[src/wost_locate.sv]
// Parallel prefix OR over the per-cell id matches; marks the lowest match.
// No package dependencies.
`timescale 1ns / 1ps
`default_nettype none

module wost_locate #(
	parameter int DEPTH = 64
) (
	input  wire  [DEPTH-1:0] match,
	output logic [DEPTH-1:0] incl,
	output logic [DEPTH-1:0] first
);

	localparam int LVL = $clog2(DEPTH);

	logic [DEPTH-1:0] pfx [LVL+1];

	// Log-depth prefix: level l folds in the element 2^l places below
	always_comb begin
		pfx[0] = match;
		for (int l = 0; l < LVL; l++) begin
			for (int i = 0; i < DEPTH; i++) begin
				if (i >= (1 << l)) begin
					pfx[l+1][i] = pfx[l][i] | pfx[l][i-(1<<l)];
				end else begin
					pfx[l+1][i] = pfx[l][i];
				end
			end
		end
	end

	assign incl  = pfx[LVL];
	assign first = match & ~{incl[DEPTH-2:0], 1'b0};

endmodule

`default_nettype wire

[config.mk]
export PLATFORM = sky130hd
export DESIGN_NAME = wost_locate
export DESIGN_NICKNAME = d
export VERILOG_FILES = /design/src/wost_locate.sv
export SDC_FILE = /design/constraint.sdc
export NUM_CORES = 1
export LEC_CHECK = 0
export ABC_AREA = 1
export BUFFER_PORTS_ARGS = -buffer_cell sky130_fd_sc_hd__buf_2
export CAP_MARGIN = 20
export CORE_MARGIN = 3
export CORE_UTILIZATION = 41
export DETAILED_ROUTE_END_ITERATION = 7
export GPL_ROUTABILITY_DRIVEN = 0
export PLACE_DENSITY = 0.9
export SETUP_SLACK_MARGIN = 0.1
export SLEW_MARGIN = 0
export SYNTH_ARGS = -nofsm -noshare
export SYNTH_HDL_FRONTEND = slang
export SYNTH_SLANG_ARGS = --single-unit
[constraint.sdc]
create_clock -name vclk -period 1.6
set_input_delay 0 -clock vclk [all_inputs]
set_output_delay 0 -clock vclk [all_outputs]
set_load 0.05 [all_outputs]
Word-level counts from Yosys, hierarchy flattened
Index checks and enable logic that the tools add are counted.
{ "classes": {"bitwise_logic": 323} }
{ "ops": {"columns": ["op", "n"], "rows": [
  ["1-bit OR", 321],
  ["64-bit bitwise AND", 1],
  ["64-bit NOT", 1]
]} }
{ "totals": {"ff_bits": 0, "output_inout_bits": 128} }

Logic depth before layout (Yosys ltp)
{ "depth": {"depth_word": 8, "ltp_mapped": 7} }

Least setup slack after synthesis
Ideal clock, no wire load.
{ "synth_timing": {"kind": "in2out", "startpoint": "input match[1]", "endpoint": "output first[36]", "t_arrival_ns": 2.200, "t_required_ns": 1.600, "slack_ns": -0.600, "path_stages": 5, "n_path_buf": 0, "cell_sequence": "nor2_4 > nand2_4 > nor2_8 > nand3b_1 > nor3_1"} }
{ "synth_via": {"elab_chain_cells": 5} }
{ "synth_rtl": {"columns": ["item", "line", "rtl"], "rows": [
  ["from (decl)", "9", "input wire [DEPTH-1:0] match,"],
  ["1-bit OR (2 in series)", "24", "pfx[l+1][i] = pfx[l][i] | pfx[l][i-(1<<l)];"],
  ["via incl[3]", "10", "output logic [DEPTH-1:0] incl,"],
  ["1-bit OR", "24", null],
  ["64-bit NOT", "33", "assign first = match & ~{incl[DEPTH-2:0], 1'b0};"],
  ["64-bit bitwise AND", "33", null],
  ["to (decl)", "11", "output logic [DEPTH-1:0] first"]
]} }
The timed path passes the listed nets, and every way through them passes these cells.

Worst setup path after layout
{ "layout_timing": {"startpoint": "input match[6]", "endpoint": "output first[59]"} }
{ "layout_via": {"elab_chain_cells": 8} }
{ "layout_rtl": {"columns": ["item", "line"], "rows": [
  ["1-bit OR (6 in series)", "24"],
  ["64-bit NOT", "33"],
  ["64-bit bitwise AND", "33"]
]} }
No other way between the ends.

==> flow_summary.ini <==
[layout]
fill_cells = 415
syn_to_final_growth_pct = 71.52
seq_area_um2 = 0
nFlopsAndLatches = 0
diodes = 0
layout-drive-gt1-share_pct = 46.31
finalNetCount = 716
multiInputGateArea_um2 = 1971
nClkBuffers = 0

[timing]
hold_viol = 0
fin_ws_ns = 0.2190
relSlewSlack_pct = 75.91
fmax_mhz = 724.1
max_slew.worst_pin.slew_ns = 0.3600
setup_violations = 0
fin_crit_ns = 1.381
fin_hold_ws_ns = 0.3467
fin_crit_sh_pct = 86.31
slew_viol_final = 0
rsz0062_at_grt = false

[synth]
synth_area_leaders = nor2_1 36%, nand2_1 24%, inv_1 18%, nor2_4 5.2%, nor2_2 4.5%
synthesis.area_um2 = 1959
synth_top_cell_area_share_pct = 36.40
synth.net_count = 524
synthDistinctLibCells = 15
ys_seq_area_share_pct = 0
ys.warnings.count = 0
syn_inst = 460
syn-mean-instance-area_um2 = 4.260
yosys.area.top_type = nor2_1

[placement]
pre_cts_slack_ns = 0.2344
hpwl_mm = 8.426
port_buffers = 192

[run]
maxCapViolCount = 0

[power]
comb_power_share_pct = 100.0
switching_power_uw = 265.8
p_int_uw = 113.0
swShare_pct = 70.17
pwr-share-seq_pct = 0
total_leakage_power_uw = 0.001751
p_per_area_nw_per_um2 = 112.7
power_frac_clock_pct = 0
ir_drop_v = 0.0001537

[worst_setup_path]
cp_num_cells = 9
critical_path.slowest_cell = buf_2
cp_max_fo = 5
cp-startpoint = match[6]
crit_chain = buf_2 -> nor2_1 -> nand2_1 -> nor2_8 -> nand2_4 -> nor2_1 -> nand2_2 -> nor2_4 -> buf_2
path_class = input pin to primary output
crit_end = first[59]
end_kind = primary output
cp.required_ns = 1.60
arrival_ns = 1.38
cpPeakStageDelay_ns = 0.26
critPathTopFamily = simple AND/OR/NAND/NOR gates
startpoint_type = input pin
crit_buf_inv = 2

[worst_hold_path]
hold_class = input pin to primary output

[grt]
grt_pass1_wl_mm = 13.64
grt_util_all_layers_pct = 30.40
antenna_found_initial = 0
overflow = 0
grt_max_degree = 7
grt_pass1_vias = 3030

[clocking]
post-cts-setup-buffer-count = 0
ctsHoldBuffers = 0
post_cts_resized = 0

[status]
status = complete, no violations

[die]
die_h_um = 75.13
io_pins = 192
die_x_um = 75.13
core_area_um2 = 4474
initial_utilization_pct = 43.79
placement_rows = 24
die_area_um2 = 5645

[detailed_routing]
routed_via_density = 4.799
ant_nets = 0
drc = 0
drt_iter0_markers = 225
routedWlPerCell_um = 12.96
dr_total_vias = 3369
dr.pass1.iters = 6
routed_wl_mm = 9.097
-- area by class of cell --
type,instances,share of cell area [%]
Timing Repair Buffer,192,28.59
Tap cell,52,1.936
Multi-Input combinational cell,361,58.64
Inverter,97,10.83
-- through the flow --
step | area (um^2) | TNS [ns] | std cells | total power, uW | util, %
4_1_cts | 3361 | 0 | 702 | 372.9 | 75.11
3_5_place_dp | 3361 | 0 | 702 | 371.8 | 75.11
3_3_place_gp | 3361 | 0 | 702 | 364.4 | 75.11
6_report | 3361 | 0 | 702 | 378.8 | 75.11
5_1_grt | 3361 | 0 | 702 | 413.3 | 75.11
2_1_floorplan | 2350 | -0.2031 | 460 | 202.3 | -
-- layer usage --
layer / global-route usage, % / up-vias / share of wire, %
met1: 39.83 / 1465 / 40
met4: 6.602 / 0 / 2.3
met5: 0 / - / 0
met2: 54.64 / 183 / 49
li1: - / 1696 / -
met3: 1.736 / 25 / 8.7
-- cell usage after synthesis (all sizes together) --
master and instances:
nor3 1, inv 97, nand2 138, nor2 215, buf 2, nor3b 1, nand3 5, nand3b 1
-- logic make-up after synthesis --
logic type | synth area share, %
AND/OR/NAND/NOR | 80.65
buffers and inverters | 19.35
-- power groups by stage --
| stage | sequential, uW | combinational [uW] | clock [uW] |
|---|---|---|---|
| 2_1_floorplan | 0 | 202 | 0 |
| 3_3_place_gp | 0 | 364 | 0 |
| 3_5_place_dp | 0 | 372 | 0 |
| 4_1_cts | 0 | 373 | 0 |
| 5_1_grt | 0 | 413 | 0 |
| 6_report | 0 | 379 | 0 |
-- layout by cell type (no fill, tap or decap) --
cell | Yosys | routed
nand3_1 | 4 | 4
nor2_1 | 190 | 148
nor3b_4 | 0 | 1
nor2_2 | 14 | 16
inv_1 | 94 | 94
nand2_1 | 124 | 102
nand2_4 | 7 | 7
nor2_8 | 2 | 2
nand3_4 | 0 | 1
nand3b_1 | 1 | 1
nand2_2 | 7 | 29
buf_2 | 0 | 192
nor2_4 | 9 | 49
inv_2 | 3 | 3
nor3_4 | 0 | 1
-- how the worst min path moves through the flow --
stage / slack (ns) / endpoint / from / cells after the start
3_5_place_dp: 0.35 / first[0] / match[0] / 2
5_1_grt: 0.36 / first[0] / match[0] / 2
6_report: 0.35 / first[0] / match[0] / 2
2_1_floorplan: 0.15 / first[33] / match[33] / 2
3_3_place_gp: 0.35 / incl[0] / match[0] / 2
4_1_cts: 0.35 / first[0] / match[0] / 2
No activity file was read; power rests on OpenSTA's default activity.
