File: src/wost_pkg.sv
// Shared types and constants for the weight-ordered stack table.
// Used by the top, wost_cell and wost_pick; no dependencies of its own.
`timescale 1ns / 1ps
`default_nettype none

package wost_pkg;

	localparam int STACK_DEPTH = 64;
	localparam int ID_W        = 16;
	localparam int WGT_W       = 16;
	localparam int POS_W       = 6;
	localparam int OCC_W       = 7;

	typedef enum logic [1:0] {
		OP_INSERT = 2'd0,
		OP_LOOKUP = 2'd1,
		OP_REMOVE = 2'd2,
		OP_POP    = 2'd3
	} op_t;

	typedef enum logic [1:0] {
		ST_OK        = 2'd0,
		ST_FULL      = 2'd1,
		ST_NOT_FOUND = 2'd2,
		ST_EMPTY     = 2'd3
	} status_t;

	// Per-cell update selection for one cycle
	typedef enum logic [1:0] {
		MV_HOLD  = 2'd0,
		MV_LOAD  = 2'd1,
		MV_BELOW = 2'd2,
		MV_ABOVE = 2'd3
	} move_t;

	typedef struct packed {
		logic [ID_W-1:0]  id;
		logic [WGT_W-1:0] weight;
	} entry_t;

	typedef struct packed {
		op_t              op;
		logic [ID_W-1:0]  box_id;
		logic [WGT_W-1:0] weight;
	} req_t;

	typedef struct packed {
		status_t          status;
		logic [POS_W-1:0] position;
		logic [ID_W-1:0]  found_id;
		logic [WGT_W-1:0] found_weight;
		logic [OCC_W-1:0] occupancy;
	} rsp_t;

endpackage

`default_nettype wire

File: src/wost_cell.sv
// One stack slot: holds an entry, compares it against the request key and
// takes a new value from the key or a neighbor. Depends on wost_pkg.
`timescale 1ns / 1ps
`default_nettype none

module wost_cell (
	input  wire                  clk,
	input  wire                  occ,
	input  wost_pkg::entry_t     key,
	input  wost_pkg::move_t      mv,
	input  wost_pkg::entry_t     below,
	input  wost_pkg::entry_t     above,
	output wost_pkg::entry_t     ent,
	output logic                 ge,
	output logic                 match
);

	wost_pkg::entry_t ent_q;

	assign ent   = ent_q;
	assign ge    = occ && (ent_q.weight >= key.weight);
	assign match = occ && (ent_q.id == key.id);

	always_ff @(posedge clk) begin
		case (mv)
			wost_pkg::MV_HOLD:  ent_q <= ent_q;
			wost_pkg::MV_LOAD:  ent_q <= key;
			wost_pkg::MV_BELOW: ent_q <= below;
			wost_pkg::MV_ABOVE: ent_q <= above;
			default:            ent_q <= ent_q;
		endcase
	end

endmodule

`default_nettype wire

File: config.mk
export PLATFORM = sky130hd
export DESIGN_NAME = wost_cell
export DESIGN_NICKNAME = d
export VERILOG_FILES = /design/src/wost_pkg.sv /design/src/wost_cell.sv
export SDC_FILE = /design/constraint.sdc
export NUM_CORES = 1
export LEC_CHECK = 0
export ABC_AREA = 1
export BUFFER_PORTS_ARGS = -buffer_cell sky130_fd_sc_hd__buf_2
export CAP_MARGIN = 10
export CORE_ASPECT_RATIO = 1.75
export CORE_MARGIN = 3
export CORE_UTILIZATION = 45
export DETAILED_ROUTE_END_ITERATION = 8
export PLACE_DENSITY = 0.78
export SYNTH_ARGS = -nofsm -noshare
export SYNTH_HDL_FRONTEND = slang
export SYNTH_SLANG_ARGS = --single-unit
File: constraint.sdc
create_clock -name clk -period 1.75 [get_ports clk]
set_clock_uncertainty 0.05 [all_clocks]
set_input_delay 0.4375 -clock clk [delete_from_list [all_inputs] [get_ports clk]]
set_output_delay 0.4375 -clock clk [all_outputs]
set_load 0.02 [all_outputs]
Word level (Yosys, flattened, before mapping)

Index checks and enable logic that the tools add are counted.

Word-level logic and storage cells: 11
Output and inout port bits: 34
Bits in registers: 32

Muxes and demuxes: 1
Reductions and logical operators: 3
$lt $le $gt $ge: 1
Equal/unequal tests: 4

Operator list:

| operator           | count |
|---|---|
| $pmux 32 s3        | 1 |
| $eq 16x16->1       | 1 |
| $ge 16x16->1       | 1 |
| $eq 2x2->1 const B | 2 |
| $eq 2x1->1 const B | 1 |
| $logic_and 1x1->1  | 2 |
| $logic_not 2->1    | 1 |

Logic depth before layout (Yosys ltp)

Gate-level depths: netlist of run 1.

Depth in word-level cells: 2
Depth in mapped cells: 11
Depth with buffers taken out: 11

Worst setup path after synthesis of run 1

No wires, ideal clock.

Kind: register -> output
Start: register ent_q (netlist bit ent[7])
End: output ge
Buffers on the path: 0
Slack: -0.256 ns
Data arrival time: 1.518 ns
Cell stages (with the launch flop): 10
Path through: edfxtp_1 ha_1 nand2_1 inv_1 nand2_1 nor2_1 nor2_1 nand2_1 nand2_1 a21oi_1

Cells in the longest elaborated chain, start to end: 2

RTL lines:

| item                   | line            | text |
|---|---|---|
| start, declared        | wost_cell.sv:18 | `wost_pkg::entry_t ent_q;` |
| start signal, assigned | wost_cell.sv:26 | `wost_pkg::MV_HOLD: ent_q <= ent_q;` |
| start signal, assigned | wost_cell.sv:27 | `wost_pkg::MV_LOAD: ent_q <= key;` |
| start signal, assigned | wost_cell.sv:28 | `wost_pkg::MV_BELOW: ent_q <= below;` |
| $ge 16x16->1           | wost_cell.sv:21 | `assign ge = occ && (ent_q.weight >= key.weight);` |
| $logic_and 1x1->1      | wost_cell.sv:21 |  |
| end, declared          | wost_cell.sv:14 | `output logic ge,` |

No other way between the ends.

Final worst setup path of run 1

Ends and elaborated chain as after synthesis.

==> metrics, run 1 <==
min-delay src below[21]; Placement Setup Slack -0.347 ns; Hold Fails Final Rpt 0; min cycle time layout roughly 2.2 ns; multi-input combinational cell area around 1300 um2; GP Congestion 0.836; post-route worst setup slack -0.422 ns; critical setup path kind register to primary output; pin count of the biggest net entering global routing 46; Setup crit end kind primary output; First-pass DRT Iterations 4; RSZ-0062 raised after global routing yes; Syn Nets between 300 and 400; Total GRT Usage 0.235; Post-Syn Instances 282; most frequent cells in the layout buf_2, nand2_1, nand3_1; Antenna Cells 0; Crit-path slowest cell edfxtp_1; crit-path most repeated cell nand2_2; DRC viols 0; CP max stage delay 0.43 ns; GR Overflow Total 0; CP Capture Point ge; Vias 2599; Pwr Density between 700 and 800 nW/um2; vias per cell 5.19; Routed Antenna Nets 0; PortBufs 133; CP max FO 2; #FFs+latches synth 32; Max Slew Vio Count 0; max_cap viols 0; ratio of cells with drive above 1 in the final layout 0.485; Die Height 104 um; Slew HR 0.682; Layout fillers 427; Area Overhead vs Synth 44.8%; Root Driver clkbuf_8; Die ar. roughly 6400 um2; syn avg cell area 8.68 um2; vias in the first global route 2709; Hold Path Class input port to register; CTS tree done; Reg clk slew, reported paths roughly 0.070 ns; distinct cell type count after synthesis 21; Leakage 1.85 nW; CP startpoint ent[7]; Worst Max-Slew Pin Slew about 0.48 ns; status complete, but fails checks; CTS Buf Count 5; # setup viols final 2; final total power 2.57 mW; Die X-Extent about 62 um; Core Rows 34; nets@finish 562; hold buffers post-CTS 0; Core Util, Final 0.694; crit path launch type register; most common cell after layout, fill and taps aside buf_2; register area 961 um2; I/O Pins 134; yosys warns 0; VDD IR max 0.556 mV; post-synthesis instance area 2450 um2; violated checks setup timing; H-tree levels 2; Starting Density 0.479; Arr. time, crit path 1.68 ns; period utilization 1.24; WL/cell roughly 15 um; Initial DRC Count 94; core area 5100 um2; first-pass GRT wire length 11500 um; CTS max path bufs 2; max FFs per register 32; DRT Wirelength approximately 7300 um; dpl hpwl 5780 um; Required @ worst endpoint 1.26 ns; initial antenna violation count 0; Seq/Total Area, Yosys 0.393; critical path, cell by cell ha_4 > nand2_2 > inv_2 > nand2_2 > nor2_2 > nor2_1 > nand2_1 > nand2_2 > a21oi_4 > buf_6; f_max 0.460 GHz; CTS sink count 32
-- layout make-up --
class | instances | share of cell area
sequential | 32 | 0.271
tap | 54 | 0.0191
inverter | 39 | 0.0420
clock buffer | 6 | 0.0205
clock inverter | 2 | 0.00989
timing repair buffer | 171 | 0.275
multi-input combinational | 197 | 0.362
-- Yosys cell counts --
library cell / instances / area (um2)
buf_6: 5 / 56.3
nor3_1: 1 / 5.00
nor2_8: 1 / 20.0
nand3_1: 41 / 205
nand4_1: 2 / 12.5
o21ai_0: 9 / 45.0
or2_2: 1 / 6.26
nand2_1: 75 / 282
xor2_1: 5 / 43.8
edfxtp_1: 32 / 961
o211ai_2: 23 / 288
buf_8: 2 / 30.0
a21oi_1: 8 / 40.0
nor2_1: 12 / 45.0
buf_2: 6 / 30.0
ha_1: 16 / 200
o22ai_1: 1 / 6.26
inv_4: 1 / 6.26
o211ai_1: 2 / 15.0
inv_1: 38 / 143
buf_4: 1 / 7.51
-- metal layers --
metal	global-route usage	vias to the layer above	wire length, um
met4	0.109	0	243
met5	0	-	0
met1	0.245	1190	2530
met2	0.430	100	4160
li1	-	1287	-
met3	0.0299	22	372
-- how the worst min path moves through the flow --
stage	endpoint	slack, ns	cells past startpoint
final	ent[21]	0.38	3
after global routing	ent[18]	0.38	3
after CTS	ent[26]	0.38	3
after detailed placement	ent[26]	0.67	3
after global placement	ent[26]	0.66	3
after floorplan	ent[0]	0.58	2
-- logic make-up after synthesis --
family | Yosys count | synth area share
flops | 32 | 0.393
buf+inv | 53 | 0.111
fa+ha+maj | 16 | 0.0818
compound gates | 43 | 0.161
xor+xnor | 5 | 0.0179
simple gates | 133 | 0.235
-- what timing repair did --
item                       in CTS  in global routing
gates resized for setup         7                 11
setup endpoints to repair       2                  2
pin swaps                       7                  3
buffers inserted                3                  0
-- through the flow --
step                hold WS (ns)  instance area, um2  cells  TNS (ns)
floorplan                  0.577                2460    282    -0.129
global placement           0.663                3350    491    -0.597
detailed placement         0.668                3350    491    -0.594
CTS                        0.377                3490    501    -0.666
global route               0.382                3540    501    -0.862
finish                     0.380                3540    501    -0.614
-- critical path: cells and delay by family (launching register included) --
| kind | cells | cell delay [ns] |
|---|---|---|
| buf+inv | 2 | 0.19 |
| simple gates | 6 | 0.37 |
| fa+ha+maj | 1 | 0.30 |
| flops | 1 | 0.43 |
| compound gates | 1 | 0.12 |
-- report_power, final --
group / switching (mW) / total [mW] / internal [mW]
registers: 0.0605 / 1.02 / 0.956
clock network: 0.277 / 0.700 / 0.423
logic: 0.471 / 0.851 / 0.380
total: 0.809 / 2.57 / 1.76
Note: power is estimated with default switching activity, not from simulation.
==> run 2, diff against run 1 <==
ABC_AREA = 0   (was 1)
CORE_UTILIZATION = 44   (was 45)
PLACE_DENSITY = 0.79   (was 0.78)
==> run 2 against run 1 <==
The flow still finishes with violations (setup timing). Die area decreased by 7.6%. Sequential share of layout area is 2.4 points higher. Core utilization decreased by 0.93 points. Via count shrank 19%. Flip-flop and latch count stayed put. Wire length down 18%. Area after synthesis decreased by 10%. Critical endpoint is now match. Largest cell class unchanged.
==> metrics, run 2 <==
#FFs+latches synth 32 (unchanged); CTS Buf Count 5 (unchanged); RSZ-0062 raised after global routing yes; Core Rows 33 (-2.9%); Worst Max-Slew Pin Slew 0.773 ns (+0.296 ns); most common cell after layout, fill and taps aside buf_2; final total power 2.51 mW (-2.3%); DRT Wirelength 6010 um (-18%); CTS max path bufs 2 (unchanged); biggest area consumer among synthesized cells edfxtp_1; top-count cell post-synth a21oi_1; VDD IR max 0.719 mV (+29%); Core Util, Final 0.685 (-0.00927); f_max 0.458 GHz (-0.54%); synth cell count leaders a21oi_1, nor2_1, edfxtp_1, mux2i_1; Reg clk slew, reported paths 0.08 ns (about the same); Starting Density 0.462 (-0.0170); Total GRT Usage 0.203 (-0.0316); Switching Share 0.305 (-0.0104); Pwr Density 772 nW/um2 (+6.5%); status complete, but fails checks; Non-Filler Instances 422 (-16%); Worst Hold End ent[2]; Die Height 99.5 um (-4.0%); pin count of the biggest net entering global routing 65 (+41%); Seq/Total Area, Yosys 0.438 (+0.0450); Psw 0.765 mW (-5.5%); Syn Nets 337 (-15%); H-tree levels 2 (unchanged); min-delay src key[2]; yosys warns 0 (unchanged); share of the synthesized area in the top cell type 0.438 (+0.0450); Logic pwr share 0.313 (-0.019); Leakage 1.60 nW (-13%); hold-critical path depth 3 (unchanged); PortBufs 133 (unchanged); Die X-Extent 59.4 um (-3.8%); I/O Pins 134 (unchanged); Max Slew Vio Count 0 (unchanged); GP Congestion 0.733 (-12%); Antenna Cells 0 (unchanged); max_cap viols 0 (unchanged); Post-Syn Instances 221 (-22%); routed wl met2 3360 um (-19%); Vias 2116 (-19%); first-pass GRT wire length 9220 um (-20%); ratio of cells with drive above 1 in the final layout 0.476 (-0.00978); Area Overhead vs Synth 48.1%; Initial DRC Count 43 (-54%); # setup viols final 2 (unchanged); Detail Route met3 WL 349 um (-6.2%); clock group share of total power 0.283 (+0.010); vias in the first global route 2171 (-20%); min cycle time layout 2.18 ns (+0.0118 ns); Setup crit end kind primary output; GR Overflow Total 0 (unchanged); Synth area leaders edfxtp_1, mux2i_1, ha_1, a21oi_1, nor2_1; Layout fillers 389 (-8.9%); CP max FO 2 (unchanged); violated checks setup timing; Arr. time, crit path 1.70 ns (+0.02 ns); CTS sink count 32 (unchanged); WL/cell 14.2 um (-2.4%); initial antenna violation count 0 (unchanged); most frequent cells in the layout buf_2, nor2_1, a21oi_1; core area 4750 um2 (-7.0%); Post-synth EDFFs 32 (unchanged); routed length on met1 2110 um (-17%); post-synthesis instance area 2200 um2 (-10%); Root Driver clkbuf_8; period utilization 1.25 (+0.00675); dpl hpwl 4630 um (-20%); syn avg cell area 9.94 um2 (+14%); ys async rst share 0 (unchanged); Hold Fails Final Rpt 0 (unchanged); DRC viols 0 (unchanged); CTS tree done; Routed Antenna Nets 0 (unchanged); ys flop type edfxtp_1; P_int 1.75 mW (-0.77%); vias per cell 5.01 (-3.3%); post-route worst setup slack -0.434 ns (-0.0118 ns); Die ar. 5910 um2 (-7.6%); nets@finish 485 (-14%); distinct cell type count after synthesis 23 (+9.5%); First-pass DRT Iterations 4 (unchanged); hold buffers post-CTS 0 (unchanged); crit path launch type register; Slew HR 0.485 (-0.197); Post-Route Setup TNS -0.802 ns (-0.188 ns); max FFs per register 32 (unchanged); critical setup path kind register to primary output; DP Cell Count 411 (-16%); Required @ worst endpoint 1.26 ns (about the same); sequential power share 0.404 (+0.008); highest metal used met4; Hold Path Class input port to register
==> run 2: cell count changes in the layout (fill, tap and decap cells not counted), sizes merged, moves of 4 or more <==
cell	previous run	this run
buf	171	152
inv	39	16
nor2	13	36
o211ai	25	0
a21oi	8	38
xnor2	0	12
nand3	41	1
mux2i	0	32
nand2	75	8
o21ai	9	5
==> run 2: kinds of logic (layout without fill, tap and decap cells) <==
group / after synthesis / in the layout / synth area share
AND/OR/NAND/NOR: 52 / 52 / 0.100
AO/OA/AOI/OAI: 46 / 46 / 0.109
multiplexers: 32 / 32 / 0.146
flip-flops: 32 / 32 / 0.438
buffers and inverters: 27 / 176 / 0.0524
adder cells (fa/ha/maj): 16 / 16 / 0.0912
XOR/XNOR: 16 / 16 / 0.0638
==> run 2: what timing repair did <==
| action | 4_1_cts | 5_1_grt |
|---|---|---|
| resized for setup | 12 | 6 |
| setup buffers | 2 | 1 |
| gates cloned | 0 | 0 |
| endpoints found under the setup margin | 2 | 2 |
| pin swaps | 5 | 5 |
==> run 2: layer usage <==
| metal | vias up | track usage |
|---|---|---|
| li1 | 1082 | - |
| met1 | 930 | 0.214 |
| met2 | 88 | 0.370 |
| met3 | 16 | 0.0338 |
| met4 | 0 | 0.101 |
| met5 | - | 0 |
==> run 2: power by group through the flow <==
stage | combinational, mW | sequential, mW | clock [mW]
after floorplan | 0.298 | 1.13 | 0
after global placement | 0.703 | 1.02 | 0
after detailed placement | 0.720 | 1.02 | 0
after CTS | 0.767 | 1.01 | 0.725
after global routing | 0.871 | 1.03 | 0.752
final | 0.786 | 1.01 | 0.710
==> run 2: worst max-delay path, cell delays in order, from the launching register on <==
cell	delay [ns]
edfxtp_1	0.41
xor2_1	0.16
nor4_1	0.29
nand4_1	0.22
nor4_4	0.17
buf_4	0.18
==> run 2: cell type report <==
| type | count | area [um2] | share of cell area |
|---|---|---|---|
| flip-flops and latches | 32 | 961 | 0.295 |
| clock inverters | 3 | 42.5 | 0.0131 |
| well taps | 52 | 65.1 | 0.0200 |
| multi-input cells | 162 | 1240 | 0.381 |
| clock buffers | 5 | 68.8 | 0.0212 |
| repair buffers | 152 | 817 | 0.251 |
| inverters | 16 | 60.1 | 0.0185 |
==> run 2: worst max path at each step <==
stage | depth (start not counted) | start | to | slack (ns)
after floorplan | 5 | ent[2] | ge | -0.12
after global placement | 6 | key[30] | match | -0.39
after detailed placement | 6 | key[30] | match | -0.39
after CTS | 5 | ent[22] | match | -0.51
after global routing | 5 | ent[22] | match | -0.59
final | 5 | ent[17] | match | -0.43
==> run 2: metrics by stage <==
step | setup slack, ns | hold WS, ns | instance area (um2)
after CTS | -0.514 | 0.435 | 3210
after floorplan | -0.121 | 0.613 | 2210
after detailed placement | -0.387 | 0.729 | 3000
after global placement | -0.387 | 0.725 | 3000
after global routing | -0.592 | 0.463 | 3250
final | -0.434 | 0.448 | 3250
